<file path="src/hdl/rpac_pkg.sv">
`timescale 1ns / 1ps
// rpac_pkg: shared types, widths and constants for the point rotation block.
// No dependencies; used by every module of the block.

package rpac_pkg;

    localparam int COORD_WIDTH  = 32;
    localparam int CORDIC_STEPS = 16;
    localparam int NUM_STEPS    = (CORDIC_STEPS < 32) ? CORDIC_STEPS : 32;
    localparam int GUARD_BITS   = 2;

    localparam int ANGLE_WIDTH  = 16;
    localparam int OFS_WIDTH    = COORD_WIDTH + 1;
    localparam int XY_WIDTH     = COORD_WIDTH + GUARD_BITS + 4;
    localparam int Z_WIDTH      = 32;
    localparam int SUM_WIDTH    = XY_WIDTH + 1;

    localparam int GAIN_WIDTH   = 30;
    localparam logic [GAIN_WIDTH-1:0] GAIN_Q30 = 30'd652032874;
    localparam int LO_SPLIT     = 20;
    localparam int HI_WIDTH     = XY_WIDTH - LO_SPLIT;
    localparam int ROUND_SHIFT  = 30 + GUARD_BITS - LO_SPLIT;
    localparam int PH_WIDTH     = HI_WIDTH + GAIN_WIDTH;
    localparam int PL_WIDTH     = LO_SPLIT + GAIN_WIDTH;
    localparam int T_WIDTH      = PH_WIDTH + 1;

    localparam int QUEUE_DEPTH  = 4;
    localparam int QPTR_WIDTH   = $clog2(QUEUE_DEPTH);
    localparam int QCNT_WIDTH   = $clog2(QUEUE_DEPTH + 1);

    localparam logic [1:0] QUAD_NONE    = 2'd0;
    localparam logic [1:0] QUAD_QUARTER = 2'd1;
    localparam logic [1:0] QUAD_HALF    = 2'd2;
    localparam logic [1:0] QUAD_THREE   = 2'd3;

    typedef struct packed {
        logic signed [COORD_WIDTH-1:0] point_x;
        logic signed [COORD_WIDTH-1:0] point_y;
        logic signed [COORD_WIDTH-1:0] center_x;
        logic signed [COORD_WIDTH-1:0] center_y;
        logic        [ANGLE_WIDTH-1:0] turn_angle;
    } request_t;

    typedef struct packed {
        logic signed [COORD_WIDTH-1:0] rotated_x;
        logic signed [COORD_WIDTH-1:0] rotated_y;
    } result_t;

    // offset after the exact quarter-turn, residual angle, and center
    typedef struct packed {
        logic signed [OFS_WIDTH-1:0]   ofs_x;
        logic signed [OFS_WIDTH-1:0]   ofs_y;
        logic signed [ANGLE_WIDTH-1:0] residual;
        logic signed [COORD_WIDTH-1:0] center_x;
        logic signed [COORD_WIDTH-1:0] center_y;
    } job_t;

    // atan(2^-i) in units of 2^-32 turn
    function automatic logic signed [Z_WIDTH-1:0] atan_turn(input int idx);
        logic signed [Z_WIDTH-1:0] val;
        case (idx)
            0:       val = 32'sd536870912;
            1:       val = 32'sd316933406;
            2:       val = 32'sd167458907;
            3:       val = 32'sd85004756;
            4:       val = 32'sd42667331;
            5:       val = 32'sd21354465;
            6:       val = 32'sd10679838;
            7:       val = 32'sd5340245;
            8:       val = 32'sd2670163;
            9:       val = 32'sd1335087;
            10:      val = 32'sd667544;
            11:      val = 32'sd333772;
            12:      val = 32'sd166886;
            13:      val = 32'sd83443;
            14:      val = 32'sd41722;
            15:      val = 32'sd20861;
            16:      val = 32'sd10430;
            17:      val = 32'sd5215;
            18:      val = 32'sd2608;
            19:      val = 32'sd1304;
            20:      val = 32'sd652;
            21:      val = 32'sd326;
            22:      val = 32'sd163;
            23:      val = 32'sd81;
            24:      val = 32'sd41;
            25:      val = 32'sd20;
            26:      val = 32'sd10;
            27:      val = 32'sd5;
            28:      val = 32'sd3;
            29:      val = 32'sd1;
            30:      val = 32'sd1;
            default: val = 32'sd0;
        endcase
        return val;
    endfunction

endpackage

</file>
<file path="src/hdl/rpac_queue.sv">
`timescale 1ns / 1ps
// rpac_queue: short first-in first-out queue of jobs between front and back.
// Depends on rpac_pkg.

module rpac_queue
(
    input  logic           clk,
    input  logic           rst_n,
    input  logic           push,
    output logic           full,
    input  rpac_pkg::job_t wr_job,
    input  logic           pop,
    output logic           empty,
    output rpac_pkg::job_t rd_job
);

    rpac_pkg::job_t                    slot_reg [0:rpac_pkg::QUEUE_DEPTH-1];
    logic [rpac_pkg::QPTR_WIDTH-1:0]   wptr_reg;
    logic [rpac_pkg::QPTR_WIDTH-1:0]   wptr_next;
    logic [rpac_pkg::QPTR_WIDTH-1:0]   rptr_reg;
    logic [rpac_pkg::QPTR_WIDTH-1:0]   rptr_next;
    logic [rpac_pkg::QCNT_WIDTH-1:0]   cnt_reg;
    logic [rpac_pkg::QCNT_WIDTH-1:0]   cnt_next;
    logic                              wr_en;
    logic                              rd_en;

    assign full   = (cnt_reg == rpac_pkg::QCNT_WIDTH'(rpac_pkg::QUEUE_DEPTH));
    assign empty  = (cnt_reg == '0);
    assign wr_en  = push && !full;
    assign rd_en  = pop && !empty;
    assign rd_job = slot_reg[rptr_reg];

    always_comb
    begin
        wptr_next = wr_en ? wptr_reg + 1'b1 : wptr_reg;
        rptr_next = rd_en ? rptr_reg + 1'b1 : rptr_reg;
        case ({wr_en, rd_en})
            2'b10:   cnt_next = cnt_reg + 1'b1;
            2'b01:   cnt_next = cnt_reg - 1'b1;
            default: cnt_next = cnt_reg;
        endcase
    end

    always_ff @(posedge clk or negedge rst_n)
    begin
        if (!rst_n)
        begin
            wptr_reg <= '0;
            rptr_reg <= '0;
            cnt_reg  <= '0;
        end
        else
        begin
            wptr_reg <= wptr_next;
            rptr_reg <= rptr_next;
            cnt_reg  <= cnt_next;
        end
    end

    always_ff @(posedge clk)
    begin
        if (wr_en)
        begin
            slot_reg[wptr_reg] <= wr_job;
        end
    end

endmodule

</file>
<file path="config.mk">
export PLATFORM = sky130hd
export DESIGN_NAME = rpac_queue
export DESIGN_NICKNAME = d
export VERILOG_FILES = /design/src/hdl/rpac_pkg.sv /design/src/hdl/rpac_queue.sv
export SDC_FILE = /design/constraint.sdc
export NUM_CORES = 1
export LEC_CHECK = 0
export ABC_AREA = 1
export BUFFER_PORTS_ARGS = -buffer_cell sky130_fd_sc_hd__buf_2
export CAP_MARGIN = 5
export CORE_ASPECT_RATIO = 0.9
export CORE_MARGIN = 8
export CORE_UTILIZATION = 33
export DETAILED_ROUTE_END_ITERATION = 10
export PLACE_DENSITY = 0.59
export SLEW_MARGIN = 5
export SYNTH_ARGS = -nofsm -noshare
export SYNTH_HDL_FRONTEND = slang
export SYNTH_SLANG_ARGS = --single-unit
</file>
<file path="constraint.sdc">
create_clock -name clk -period 12.62 [get_ports clk]
set_clock_uncertainty 0.1 [all_clocks]
set_input_delay 2.524 -clock clk [delete_from_list [all_inputs] [get_ports clk]]
set_output_delay 2.524 -clock clk [all_outputs]
set_load 0.05 [all_outputs]
</file>
==> impl_metrics.toml <==
[timing]
setup_ws_ps = 5560
finalCritPeriodShare = 0.560
fin_crit_ps = 7060
setup_viol = 0
max_freq_ghz = 0.142
max_slew_margin = 0.172
tns_ps = 0
finalHoldViolations = 0
slew_violations = 0
worst_slew_pin_slew_ps = 1240
rsz0062_at_grt = "no"
holdWs_ps = 384

[critical_path]
cp_max_fo = 284
cp-start-kind = "flop"
critPathArrivalTime_ps = 4440
critPathBufInv = 4
crit_slowest_cell = "buf_4"
cp_top_family = "buffers and inverters"
crit_type = "reg2out"
cp_cell_sequence = "inv_16 -> buf_4 -> buf_4 -> nand2_1 -> o211ai_1 -> nand2_1 -> buf_2"
crit_required_ps = 10000
end_kind = "primary output"
cpPeakStageDelay_ps = 930

[final_layout]
nNetsFinal = 2202
post-route-util = 0.388
final_cell_area_sq_um = 27700
final_common_cell = "edfxtp_1"
layout-drive-gt1-share = 0.193
area_growth_syn_to_layout_pct = 17.1
final_cell_mix = "edfxtp_1, nand2_1, inv_1, buf_2, o211ai_1"
fillers = 6659
layout.cells.non_filler = 3055
largest_reg_flops = 584

[cts]
holdBufCountCts = 0
post_cts_buffers = 0
clk_latency_ps = 610
cts_inserted_buffers = 61
clk_path_buf_depth = 3
clkSinkCount = 591
clockRootBuffer = "clkbuf_16"
clk_pin_slew_ps = 60
cts_resized = 0
cts-htree-levels = 2
cts_tree = "done"

[routing]
ant_nets = 0
via_per_inst = 4.52
wl_per_cell_um = 17.2
vias = 13803
drc = 0
drt_iter0_drc = 612
routed_wl_mm = 52.7
first_pass_iters = 5

[place]
post-dp-hpwl_mm = 30.9
port_buffers = 297
place.gp.congestion = 0.733
dpl_cell_area_sq_um = 25800
dpl.cell_count = 2933
dp_worst_setup_slack_ps = 6450

[synthesis]
synth.largest_area_cell = "edfxtp_1"
syn_nets = 1921
yosysUniqueCellTypes = 17
synth.top_cell.area_share = 0.741
yosysWarnings = 0
synth_area_sq_um = 23700
synth_area_leaders = "edfxtp_1, o211ai_1, nand2_1"
ys_ff_latch = 591
syn_inst = 1765
yosysSeqAreaShare = 0.748
synth_area_per_cell_sq_um = 13.4

[status]
status = "finished clean"

[global_routing]
grt_max_degree = 285
first_global_vias = 13944
grt_busiest_layer = "met2"
grt_pass1_wl_mm = 80.3
global_route.usage.met1 = 0.159
grt_util_met3 = 0.0344
use_met2 = 0.215
overflow = 0
antenna_found_initial = 15
grt_usage = 0.126

[die]
die_area_sq_um = 80600
row_count = 93
fp.dieW_um = 298
start_util = 0.332
io_pins = 298
core_sq_um = 71300
chipHeight_um = 270

[hold_path]
hold_class = "reg2reg"

[pwr]
leakage_nw = 11.0
p_total_mw = 7.55
p_per_area_nw_per_um2 = 272
max-vdd-ir-drop_mv = 0.245

[run]
drv_cap = 0
==> logic make-up (layout without fill, tap and decap cells) <==
group,Yosys count,count (layout),synth area share
AO/OA/AOI/OAI,293,293,0.0928
adder cells (fa/ha/maj),6,6,0.00349
buffers and inverters,406,736,0.0803
other,0,10,0
flip-flops,591,591,0.748
XOR/XNOR,1,1,0.000370
AND/OR/NAND/NOR,468,468,0.0747
==> per-layer routing <==
| layer | wire length, um | part of all wire | vias up |
|---|---|---|---|
| li1 | - | - | 6746 |
| met1 | 22900 | 0.44 | 6702 |
| met2 | 25700 | 0.49 | 263 |
| met3 | 3060 | 0.058 | 80 |
| met4 | 904 | 0.017 | 12 |
| met5 | 74 | 0.0014 | - |
==> synth_stat cells <==
library cell,n
o21ai_0,1
nand3_1,7
nand4_1,1
dfrtp_1,7
fa_1,1
nor2_1,4
inv_1,308
buf_6,41
ha_1,5
xnor2_1,1
nand2_1,456
inv_4,1
buf_4,2
o211ai_1,292
clkbuf_1,7
edfxtp_1,584
buf_2,47
==> worst reg2reg max path, cell delays in order, from the launching register on <==
cell and delay [ps]:
dfrtp_1 370, inv_1 100, nand3_1 160, nand2_1 320, nor2_4 580, buf_4 490
buf_4 800
==> final timing paths <==
path                              from          endpoint  slack, ps  depth (start not counted)
max                        rptr_reg[0]        rd_job[92]       5560                          7
min                         cnt_reg[0]        cnt_reg[0]        380                          1
max reg2reg                 cnt_reg[0]  slot_reg[0][141]       9280                          6
min reg2reg                 cnt_reg[0]        cnt_reg[0]        380                          1
max in group asynchronous        rst_n       rptr_reg[1]      10580                          1
min in group asynchronous        rst_n        cnt_reg[0]       1650                          1
==> final cells by class <==
cell class	count	area, sq um	share of cell area
Sequential cell	591	17700	0.639
Multi-Input combinational cell	768	4090	0.147
Timing Repair Buffer	315	1620	0.0585
Clock buffer	77	1590	0.0573
Tap cell	950	1190	0.0429
Inverter	309	1180	0.0426
Clock inverter	35	303	0.0109
Antenna cell	10	25.0	0.000903
==> power breakdown <==
part	total (mW)	internal (mW)	switching, mW	leakage, nW
Combinational	3.17	0.641	2.53	4.61
Sequential	2.69	2.58	0.104	5.43
Clock	1.69	0.970	0.719	0.913
Note: power is estimated with default switching activity, not from simulation.
