### src/hdl/rpac_pkg.sv
`timescale 1ns / 1ps
// rpac_pkg: shared types, widths and constants for the point rotation block.
// No dependencies; used by every module of the block.

package rpac_pkg;

    localparam int COORD_WIDTH  = 32;
    localparam int CORDIC_STEPS = 16;
    localparam int NUM_STEPS    = (CORDIC_STEPS < 32) ? CORDIC_STEPS : 32;
    localparam int GUARD_BITS   = 2;

    localparam int ANGLE_WIDTH  = 16;
    localparam int OFS_WIDTH    = COORD_WIDTH + 1;
    localparam int XY_WIDTH     = COORD_WIDTH + GUARD_BITS + 4;
    localparam int Z_WIDTH      = 32;
    localparam int SUM_WIDTH    = XY_WIDTH + 1;

    localparam int GAIN_WIDTH   = 30;
    localparam logic [GAIN_WIDTH-1:0] GAIN_Q30 = 30'd652032874;
    localparam int LO_SPLIT     = 20;
    localparam int HI_WIDTH     = XY_WIDTH - LO_SPLIT;
    localparam int ROUND_SHIFT  = 30 + GUARD_BITS - LO_SPLIT;
    localparam int PH_WIDTH     = HI_WIDTH + GAIN_WIDTH;
    localparam int PL_WIDTH     = LO_SPLIT + GAIN_WIDTH;
    localparam int T_WIDTH      = PH_WIDTH + 1;

    localparam int QUEUE_DEPTH  = 4;
    localparam int QPTR_WIDTH   = $clog2(QUEUE_DEPTH);
    localparam int QCNT_WIDTH   = $clog2(QUEUE_DEPTH + 1);

    localparam logic [1:0] QUAD_NONE    = 2'd0;
    localparam logic [1:0] QUAD_QUARTER = 2'd1;
    localparam logic [1:0] QUAD_HALF    = 2'd2;
    localparam logic [1:0] QUAD_THREE   = 2'd3;

    typedef struct packed {
        logic signed [COORD_WIDTH-1:0] point_x;
        logic signed [COORD_WIDTH-1:0] point_y;
        logic signed [COORD_WIDTH-1:0] center_x;
        logic signed [COORD_WIDTH-1:0] center_y;
        logic        [ANGLE_WIDTH-1:0] turn_angle;
    } request_t;

    typedef struct packed {
        logic signed [COORD_WIDTH-1:0] rotated_x;
        logic signed [COORD_WIDTH-1:0] rotated_y;
    } result_t;

    // offset after the exact quarter-turn, residual angle, and center
    typedef struct packed {
        logic signed [OFS_WIDTH-1:0]   ofs_x;
        logic signed [OFS_WIDTH-1:0]   ofs_y;
        logic signed [ANGLE_WIDTH-1:0] residual;
        logic signed [COORD_WIDTH-1:0] center_x;
        logic signed [COORD_WIDTH-1:0] center_y;
    } job_t;

    // atan(2^-i) in units of 2^-32 turn
    function automatic logic signed [Z_WIDTH-1:0] atan_turn(input int idx);
        logic signed [Z_WIDTH-1:0] val;
        case (idx)
            0:       val = 32'sd536870912;
            1:       val = 32'sd316933406;
            2:       val = 32'sd167458907;
            3:       val = 32'sd85004756;
            4:       val = 32'sd42667331;
            5:       val = 32'sd21354465;
            6:       val = 32'sd10679838;
            7:       val = 32'sd5340245;
            8:       val = 32'sd2670163;
            9:       val = 32'sd1335087;
            10:      val = 32'sd667544;
            11:      val = 32'sd333772;
            12:      val = 32'sd166886;
            13:      val = 32'sd83443;
            14:      val = 32'sd41722;
            15:      val = 32'sd20861;
            16:      val = 32'sd10430;
            17:      val = 32'sd5215;
            18:      val = 32'sd2608;
            19:      val = 32'sd1304;
            20:      val = 32'sd652;
            21:      val = 32'sd326;
            22:      val = 32'sd163;
            23:      val = 32'sd81;
            24:      val = 32'sd41;
            25:      val = 32'sd20;
            26:      val = 32'sd10;
            27:      val = 32'sd5;
            28:      val = 32'sd3;
            29:      val = 32'sd1;
            30:      val = 32'sd1;
            default: val = 32'sd0;
        endcase
        return val;
    endfunction

endpackage

### src/hdl/rpac_front.sv
`timescale 1ns / 1ps
// rpac_front: forms the offset from the center, picks the quadrant and applies
// the exact quarter-turn pre-rotation. Depends on rpac_pkg.

module rpac_front
(
    input  rpac_pkg::request_t request,
    output rpac_pkg::job_t     job
);

    logic [rpac_pkg::ANGLE_WIDTH-1:0]      shifted;
    logic [1:0]                            quad;
    logic signed [rpac_pkg::OFS_WIDTH-1:0] px;
    logic signed [rpac_pkg::OFS_WIDTH-1:0] py;
    logic signed [rpac_pkg::OFS_WIDTH-1:0] cx;
    logic signed [rpac_pkg::OFS_WIDTH-1:0] cy;
    logic signed [rpac_pkg::OFS_WIDTH-1:0] dx;
    logic signed [rpac_pkg::OFS_WIDTH-1:0] dy;
    logic signed [rpac_pkg::OFS_WIDTH-1:0] ndx;
    logic signed [rpac_pkg::OFS_WIDTH-1:0] ndy;

    assign shifted = request.turn_angle + 16'h2000;
    assign quad    = shifted[15:14];

    assign px  = rpac_pkg::OFS_WIDTH'(request.point_x);
    assign py  = rpac_pkg::OFS_WIDTH'(request.point_y);
    assign cx  = rpac_pkg::OFS_WIDTH'(request.center_x);
    assign cy  = rpac_pkg::OFS_WIDTH'(request.center_y);
    assign dx  = px - cx;
    assign dy  = py - cy;
    assign ndx = cx - px;
    assign ndy = cy - py;

    always_comb
    begin
        job.residual = {2'(request.turn_angle[15:14] - quad), request.turn_angle[13:0]};
        job.center_x = request.center_x;
        job.center_y = request.center_y;
        case (quad)
            rpac_pkg::QUAD_NONE:
            begin
                job.ofs_x = dx;
                job.ofs_y = dy;
            end
            rpac_pkg::QUAD_QUARTER:
            begin
                job.ofs_x = dy;
                job.ofs_y = ndx;
            end
            rpac_pkg::QUAD_HALF:
            begin
                job.ofs_x = ndx;
                job.ofs_y = ndy;
            end
            rpac_pkg::QUAD_THREE:
            begin
                job.ofs_x = ndy;
                job.ofs_y = dx;
            end
            default:
            begin
                job.ofs_x = dx;
                job.ofs_y = dy;
            end
        endcase
    end

endmodule

### config.mk
export PLATFORM = sky130hd
export DESIGN_NAME = rpac_front
export DESIGN_NICKNAME = d
export VERILOG_FILES = /design/src/hdl/rpac_pkg.sv /design/src/hdl/rpac_front.sv
export SDC_FILE = /design/constraint.sdc
export NUM_CORES = 1
export LEC_CHECK = 0
export ABC_AREA = 1
export BUFFER_PORTS_ARGS = -buffer_cell sky130_fd_sc_hd__buf_2
export CAP_MARGIN = 20
export CORE_MARGIN = 3
export CORE_UTILIZATION = 45
export DETAILED_ROUTE_END_ITERATION = 8
export GPL_TIMING_DRIVEN = 0
export PLACE_DENSITY = 0.69
export SYNTH_ARGS = -nofsm -noshare
export SYNTH_HDL_FRONTEND = slang
export SYNTH_SLANG_ARGS = --single-unit
### constraint.sdc
create_clock -name vclk -period 2.1
set_input_delay 0.21 -clock vclk [all_inputs]
set_output_delay 0.21 -clock vclk [all_outputs]
set_load 0.005 [all_outputs]
==> results.md, run 1 <==
- Setup violations, final: 56
- Max Freq: between 400 and 500 MHz
- Worst Setup Start Kind: input port
- Mapped Nets: ~2,700
- Crit path top cell by count: nand2_2
- Antenna violations before repair: 1
- Fin crit period: 2.39 ns
- Final worst-path cycle share: 1.14
- Clock Power Share: 0
- Vias/cell: between 5 and 6
- Crit path max fanout: 2
- FP Rows: 58
- Switching Share: 0.612
- Yosys top cell area share: 0.301
- Layout area overhead: 67.0%
- Post-synth top area cell: nand2_1
- First-pass GRT wire length: approximately 80 mm
- WP data required: 1.89 ns
- Outcome: complete, but fails checks
- DRT Pass-1 Iters: 6
- CP arrival: 2.18 ns
- Final worst slack: -0.290 ns
- Slew Limit Headroom: 0.646
- FF+latch area: 0 sq um
- Internal Pwr Total: 0.00273 W
- Clkbuf count: 0
- Slew @ Worst Pin: ~0.53 ns
- Flop pwr share: 0
- Synth Instances: roughly 2,400
- RSZ-0062 raised after global routing: true
- VDD IR max: 0.000254 V
- Pins Over Slew Limit: 0
- Worst Setup End Kind: primary output
- Residual DRC: 0
- Nets: between 3,000 and 4,000
- Synthesized area: 11,900 sq um
- Top cells by count, synth: nand2_1, inv_1, nand3_1
- Die area: about 28,000 sq um
- Max-cap violations: 0
- Starting density of the core: 0.464
- Final core utilization: 0.775
- Violated checks: setup timing
- Drt first-iter violations: around 1,800
- Drt wl/cell: approximately 20 um
- GRT overflow: 0
- Fin Setup TNS: -9.95 ns
- Port-buffer cells: approximately 280
- Sequential cells: 0
- Logic pwr share: 1.000
- Hold WC Path Type: input port to primary output
- Crit-path cells: buf_6, inv_1, ha_1, nand2_1, nand2_1, nand2_1, nand2_2, nand2_2, nand3_2, nand2_2, nand3_1, nand2_2, nand3_1, nand4_1, buf_2
- Yosys warns: 0
- Die Wd: roughly 170 um
- Vias: between 15,000 and 20,000
- Total power divided by cell area: roughly 360 nW/um^2
- Top cells by area, synth: nand2_1, inv_1, ha_1
- Hold EP: job[68]
- Share of layout cells above drive strength 1: 0.496
- Final hold violation count: 0
- Register area share after synthesis: 0
- Pleak: about 11 nW
- Hold Path Stages: 2
- Die H: about 170 um
- Hold_sp: request[4]
- CP max stage delay: between 0.2 and 0.25 ns
- Avg Cell Area, Syn: about 5 sq um
- Yosys cell types: 31
- I/O Pins: 290
- Setup CP Type: input port to primary output
- Routed Antenna Nets: 0
- Slowest CP cell: ha_1
- Vias in the first global route: between 15,000 and 20,000
- Post-DP HPWL: 41.6 mm
- Number of diodes: 0
- Core Footprint: between 20,000 and 30,000 sq um
- Routability cong.: ~1.0
- Total global routing track utilization: 0.356
- Largest net degree at the start of global routing: 11
- Routed wire length: about 63 mm
- Most frequent cell after synthesis: nand2_1
- P_sw: roughly 0.0043 W
## area by class of cell
type,instances,area (sq um)
Buffer,110,861
Inverter,527,2070
Timing Repair Buffer,431,3040
Multi-Input combinational cell,1727,13400
Tap cell,330,413
Fill cell,1785,5750
## critical path: cells and delay by family
kind / cells / cell delay, ns
buffers and inverters: 3 / 0.52
adder cells (fa/ha/maj): 1 / 0.24
AND/OR/NAND/NOR: 11 / 1.21
## worst max path at each step
stage,end,slack [ns],depth (start not counted),startpoint
after global placement,job[96],-0.73,15,request[48]
after detailed placement,job[96],-0.73,15,request[48]
after CTS,job[129],-0.22,15,request[48]
final,job[138],-0.29,15,request[89]
after floorplan,job[145],0.17,15,request[48]
after global routing,job[138],-0.32,15,request[89]
## routing by layer
| metal | global-route usage | wire length (um) |
|---|---|---|
| met5 | 0 | 7 |
| met4 | 0.146 | 5370 |
| met3 | 0.0195 | 4850 |
| met2 | 0.651 | 29600 |
| met1 | 0.433 | 23300 |
## cell families (layout without fill, tap and decap cells)
kind of cell | after synthesis | in the layout | synth area share
simple gates | 1415 | 1415 | 0.513
buf+inv | 660 | 1068 | 0.240
fa+ha+maj | 134 | 134 | 0.144
compound gates | 116 | 116 | 0.0566
xor+xnor | 62 | 62 | 0.0458
## power by group through the flow
stage	Sequential, W	Clock [W]	Combinational [W]
6_report	0	0	0.00703
5_1_grt	0	0	0.00735
4_1_cts	0	0	0.00573
3_5_place_dp	0	0	0.00443
3_3_place_gp	0	0	0.00438
2_1_floorplan	0	0	0.00278
## per-stage QoR
step	area [sq um]	instances	worst slack, ns	total power (W)	hold WS [ns]
3_3_place_gp	13700	2994	-0.728	0.00438	0.588
6_report	19800	3125	-0.290	0.00703	0.586
2_1_floorplan	11900	2387	0.169	0.00278	0.480
3_5_place_dp	13700	2994	-0.732	0.00443	0.587
4_1_cts	17500	3075	-0.216	0.00573	0.587
5_1_grt	19800	3125	-0.319	0.00735	0.588
## placed cells by master (no fill, tap or decap), drive strengths merged
cell / synthesis / layout
nand2: 984 / 984
clkinvlp: 0 / 2
nand4: 73 / 73
o2111ai: 14 / 14
o21bai: 13 / 13
and3: 2 / 2
buf: 111 / 533
ha: 130 / 130
inv: 526 / 525
a21o: 2 / 2
fa: 4 / 4
xnor2: 6 / 6
a21oi: 83 / 83
clkbuf: 22 / 8
nand3: 239 / 239
nor3: 4 / 4
xor2: 56 / 56
nor2: 111 / 111
or2: 2 / 2
o21ai: 4 / 4
## repair_timing
action,CTS,global route
cloned,0,1
pin swaps,219,239
hold buffers,0,0
setup endpoints to repair,64,64
resized for setup,754,525
setup buffers,85,69
Note: power is estimated with default switching activity, not from simulation.
==> run 2: changes to the inputs <==
--- a/config.mk
+++ b/config.mk
@@ -6,13 +6,15 @@
 export NUM_CORES = 1
 export LEC_CHECK = 0
 export ABC_AREA = 1
-export BUFFER_PORTS_ARGS = -buffer_cell sky130_fd_sc_hd__buf_2
+export BUFFER_PORTS_ARGS = -buffer_cell sky130_fd_sc_hd__buf_4
 export CAP_MARGIN = 20
+export CELL_PAD_IN_SITES_DETAIL_PLACEMENT = 1
+export CELL_PAD_IN_SITES_GLOBAL_PLACEMENT = 1
 export CORE_MARGIN = 3
-export CORE_UTILIZATION = 45
+export CORE_UTILIZATION = 37
 export DETAILED_ROUTE_END_ITERATION = 8
 export GPL_TIMING_DRIVEN = 0
-export PLACE_DENSITY = 0.69
+export PLACE_DENSITY = 0.86
 export SYNTH_ARGS = -nofsm -noshare
 export SYNTH_HDL_FRONTEND = slang
 export SYNTH_SLANG_ARGS = --single-unit
==> run 2 against run 1 <==
  * The flow now stops in global routing
  * Synthesized cell count unchanged
  * Area after synthesis unchanged
==> results.md, run 2 <==
- Port-buffer cells: 277 (unchanged)
- Die H: 185 um (+9.9%)
- Outcome: aborted with a tool error
- Post-Synth Adder-Cell Area: 0.144 (unchanged)
- Yosys cell types: 31 (unchanged)
- Synth Area in XOR/XNOR: 0.0458 (unchanged)
- Yosys warns: 0 (unchanged)
- Worst_ep grt: job[131]
- FP Rows: 64 (+10%)
- Fail Step: global routing
- Avg Cell Area, Syn: 4.97 sq um (unchanged)
- Mux cell area share after synthesis: 0 (unchanged)
- I/O Pins: 290 (unchanged)
- Mapped Nets: 2,665 (unchanged)
- Largest family of logic cells by synthesized area: simple AND/OR/NAND/NOR gates
- GRT overflow: about 1,900
- CTS Hold Bufs: 0 (unchanged)
- Register area share after synthesis: 0 (unchanged)
- Largest net degree at the start of global routing: 11
- Post-DP HPWL: 51.6 mm (+24%)
- Top cells by area, synth: nand2_1, inv_1, ha_1
- Synthesized area: 11,900 sq um (unchanged)
- Post-synth top area cell: nand2_1
- Most frequent cell after synthesis: nand2_1
- Total global routing track utilization: 0.925
- Starting density of the core: 0.381 (-0.0825)
- Yosys top cell area share: 0.301 (unchanged)
- Die Wd: 185 um (+9.9%)
- Synth Area in Compound Gates: 0.0566 (unchanged)
- Log Error: [ERROR GRT-0232] Routing congestion too high. Check the congestion heatmap in the GUI.
- Simple logic cell fraction of the synthesized area: 0.513 (unchanged)
- Placed cell count: 3,060 (+2.2%)
- Routability cong.: 1.01 (-2.5%)
- Top cells by count, synth: nand2_1, inv_1, nand3_1
- Synth Instances: 2,387 (unchanged)
- WEP type: output port
==> run 2: cell counts after synthesis <==
No cell type changed its count.
==> run 2: repair_timing <==
action / CTS
setup buffers: 123
cloned: 1
endpoints found under the setup margin: 64
pin swaps: 312
resized for setup: 1082
==> run 2: routing by layer <==
layer  overflow  track usage
met5          6        0.404
met3         31        0.731
met2       1376         1.18
met1         29        0.829
met4        441         1.06
==> run 2: cells by family after synthesis <==
logic type,count (synthesis)
AO/OA/AOI/OAI,116
buffers and inverters,660
AND/OR/NAND/NOR,1415
XOR/XNOR,62
adder cells (fa/ha/maj),134
==> run 2: stage by stage <==
stage / TNS [ns] / area (sq um) / hold slack (ns) / setup WS (ns)
after CTS: -5.33 / 19800 / 0.587 / -0.239
after global placement: -29.27 / 14400 / 0.587 / -0.775
after detailed placement: -31.55 / 14400 / 0.587 / -0.816
after floorplan: 0 / 11900 / 0.480 / 0.169
==> run 3: changes to the inputs <==
--- a/config.mk
+++ b/config.mk
@@ -8,13 +8,11 @@
 export ABC_AREA = 1
 export BUFFER_PORTS_ARGS = -buffer_cell sky130_fd_sc_hd__buf_4
 export CAP_MARGIN = 20
-export CELL_PAD_IN_SITES_DETAIL_PLACEMENT = 1
-export CELL_PAD_IN_SITES_GLOBAL_PLACEMENT = 1
 export CORE_MARGIN = 3
-export CORE_UTILIZATION = 37
+export CORE_UTILIZATION = 30
 export DETAILED_ROUTE_END_ITERATION = 8
 export GPL_TIMING_DRIVEN = 0
-export PLACE_DENSITY = 0.86
+export PLACE_DENSITY_LB_ADDON = 0.15
 export SYNTH_ARGS = -nofsm -noshare
 export SYNTH_HDL_FRONTEND = slang
 export SYNTH_SLANG_ARGS = --single-unit
==> run 3 against run 2 <==
  * The flow now finishes, with violations (setup timing)
==> results.md, run 3 (synthesis gave the netlist of run 1 again) <==
- Outcome: complete, but fails checks
- Violated checks: setup timing
- Worst Setup Start Kind: input port
- Die Wd: 205 um (+11%)
- Port-buffer cells: 277 (unchanged)
- Layout area overhead: 75.7%
- Slew @ Worst Pin: 0.516 ns
- Commonest non-fill, non-tap cell in the layout: nand2_1
- Final worst slack: -0.252 ns
- CP arrival: 2.14 ns
- FP Rows: 72 (+13%)
- WP data required: ~1.9 ns
- Logic pwr share: 1.000
- DRT Pass-1 Iters: 5
- Pins Over Slew Limit: 0
- Starting density of the core: 0.305 (-0.0762)
- Nets: around 3,000
- Final instance area: approximately 21,000 sq um
- Crit path max fanout: 5
- Setup violations, final: 64
- Internal Pwr Total: around 0.0030 W
- Core Footprint: a little under 40,000 sq um
- Share of layout cells above drive strength 1: 0.519
- Vias: around 16,000
- VDD IR max: 0.000200 V
- Pleak: ~11 nW
- Final worst-path cycle share: 1.12
- Clock Power Share: 0
- Max Freq: between 400 and 500 MHz
- Number of diodes: 0
- Flop pwr share: 0
- Final hold violation count: 0
- Fin crit period: around 2.4 ns
- Antenna violations before repair: 0
- Total global routing track utilization: 0.259
- Setup CP Type: input port to primary output
- Worst Setup End Kind: primary output
- RSZ-0062 raised after global routing: true
- Sequential cells: 0
- FF+latch area: 0 sq um
- GRT overflow: 0
- Most frequent cells in the layout: nand2_1, buf_4, inv_1
- I/O Pins: 290 (unchanged)
- Clkbuf count: 0
- Residual DRC: 0
- Vias/cell: approximately 4.8
- Vias in the first global route: between 15,000 and 20,000
- Slew Limit Headroom: 0.656
- P_sw: roughly 0.0042 W
- Total Power: between 0.007 and 0.008 W
- Routed wire length: ~57 mm
- Hold WC Path Type: input port to primary output
- Post-DP HPWL: 48.0 mm (-7.0%)
- Routability cong.: 0.942 (-6.5%)
- Largest net degree at the start of global routing: 11
- Switching Share: 0.584
- Die H: 205 um (+11%)
- Drt wl/cell: around 17 um
- First-pass GRT wire length: 85.7 mm
- Die area: between 40,000 and 50,000 sq um
- Total power divided by cell area: approximately 340 nW/um^2
- Drt first-iter violations: around 900
- Routed Antenna Nets: 0
- DP Area: 14,600 sq um (+1.1%)
- Max-cap violations: 0
- CTS Hold Bufs: 0 (unchanged)
-- run 3: repair_timing --
item                                   CTS  global route
buffers inserted                        94            60
endpoints found under the hold margin    0             0
setup endpoints to repair               64            64
pin swaps                              237           261
gates resized for setup                843           485
-- run 3: final timing paths --
path / from / to / slack, ns / cells after the start
worst min-delay path: request[8] / job[72] / 0.59 / 2
worst max-delay path: request[62] / job[138] / -0.25 / 14
-- run 3: power by group through the flow --
stage | registers (W) | logic, W | clock network, W
after CTS | 0 | 0.00635 | 0
after global routing | 0 | 0.00769 | 0
final | 0 | 0.00717 | 0
after floorplan | 0 | 0.00278 | 0
after global placement | 0 | 0.00492 | 0
after detailed placement | 0 | 0.00492 | 0
-- run 3: through the flow --
stage	instances	hold slack (ns)	utilization	setup slack, ns	setup TNS, ns
after detailed placement	3182	0.586	0.376	-0.769	-35.62
after floorplan	2387	0.480	-	0.169	0
after global placement	3182	0.587	0.376	-0.775	-34.93
final	3310	0.586	0.536	-0.252	-8.10
after CTS	3273	0.586	0.484	-0.255	-7.47
after global routing	3310	0.592	0.536	-0.272	-11.47
-- run 3: layout make-up --
type               instances  area, sq um
repair buffers           430         3570
fillers                 3981        18000
well taps                518          648
inverters                527         2070
multi-input cells       1727        13700
plain buffers            108          848
-- run 3: per-layer routing --
layer  vias to the layer above  track usage  routed length [um]
met2                       487        0.474               28700
met3                        85      0.00826                2210
met5                         -            0                   0
met4                         0       0.0644                1810
li1                       7943            -                   -
met1                      7417        0.335               24700
-- run 3: worst max-delay path, stage by stage --
cell and delay, ns:
buf_8 0.08, inv_4 0.03, ha_4 0.26, buf_8 0.13
nand2_8 0.08, nor2_4 0.24, nand2_4 0.12, nor2_4 0.16
nand2_2 0.08, nand3_2 0.07, nand2_2 0.09, nand3_2 0.08
nand4_1 0.26, buf_4 0.24
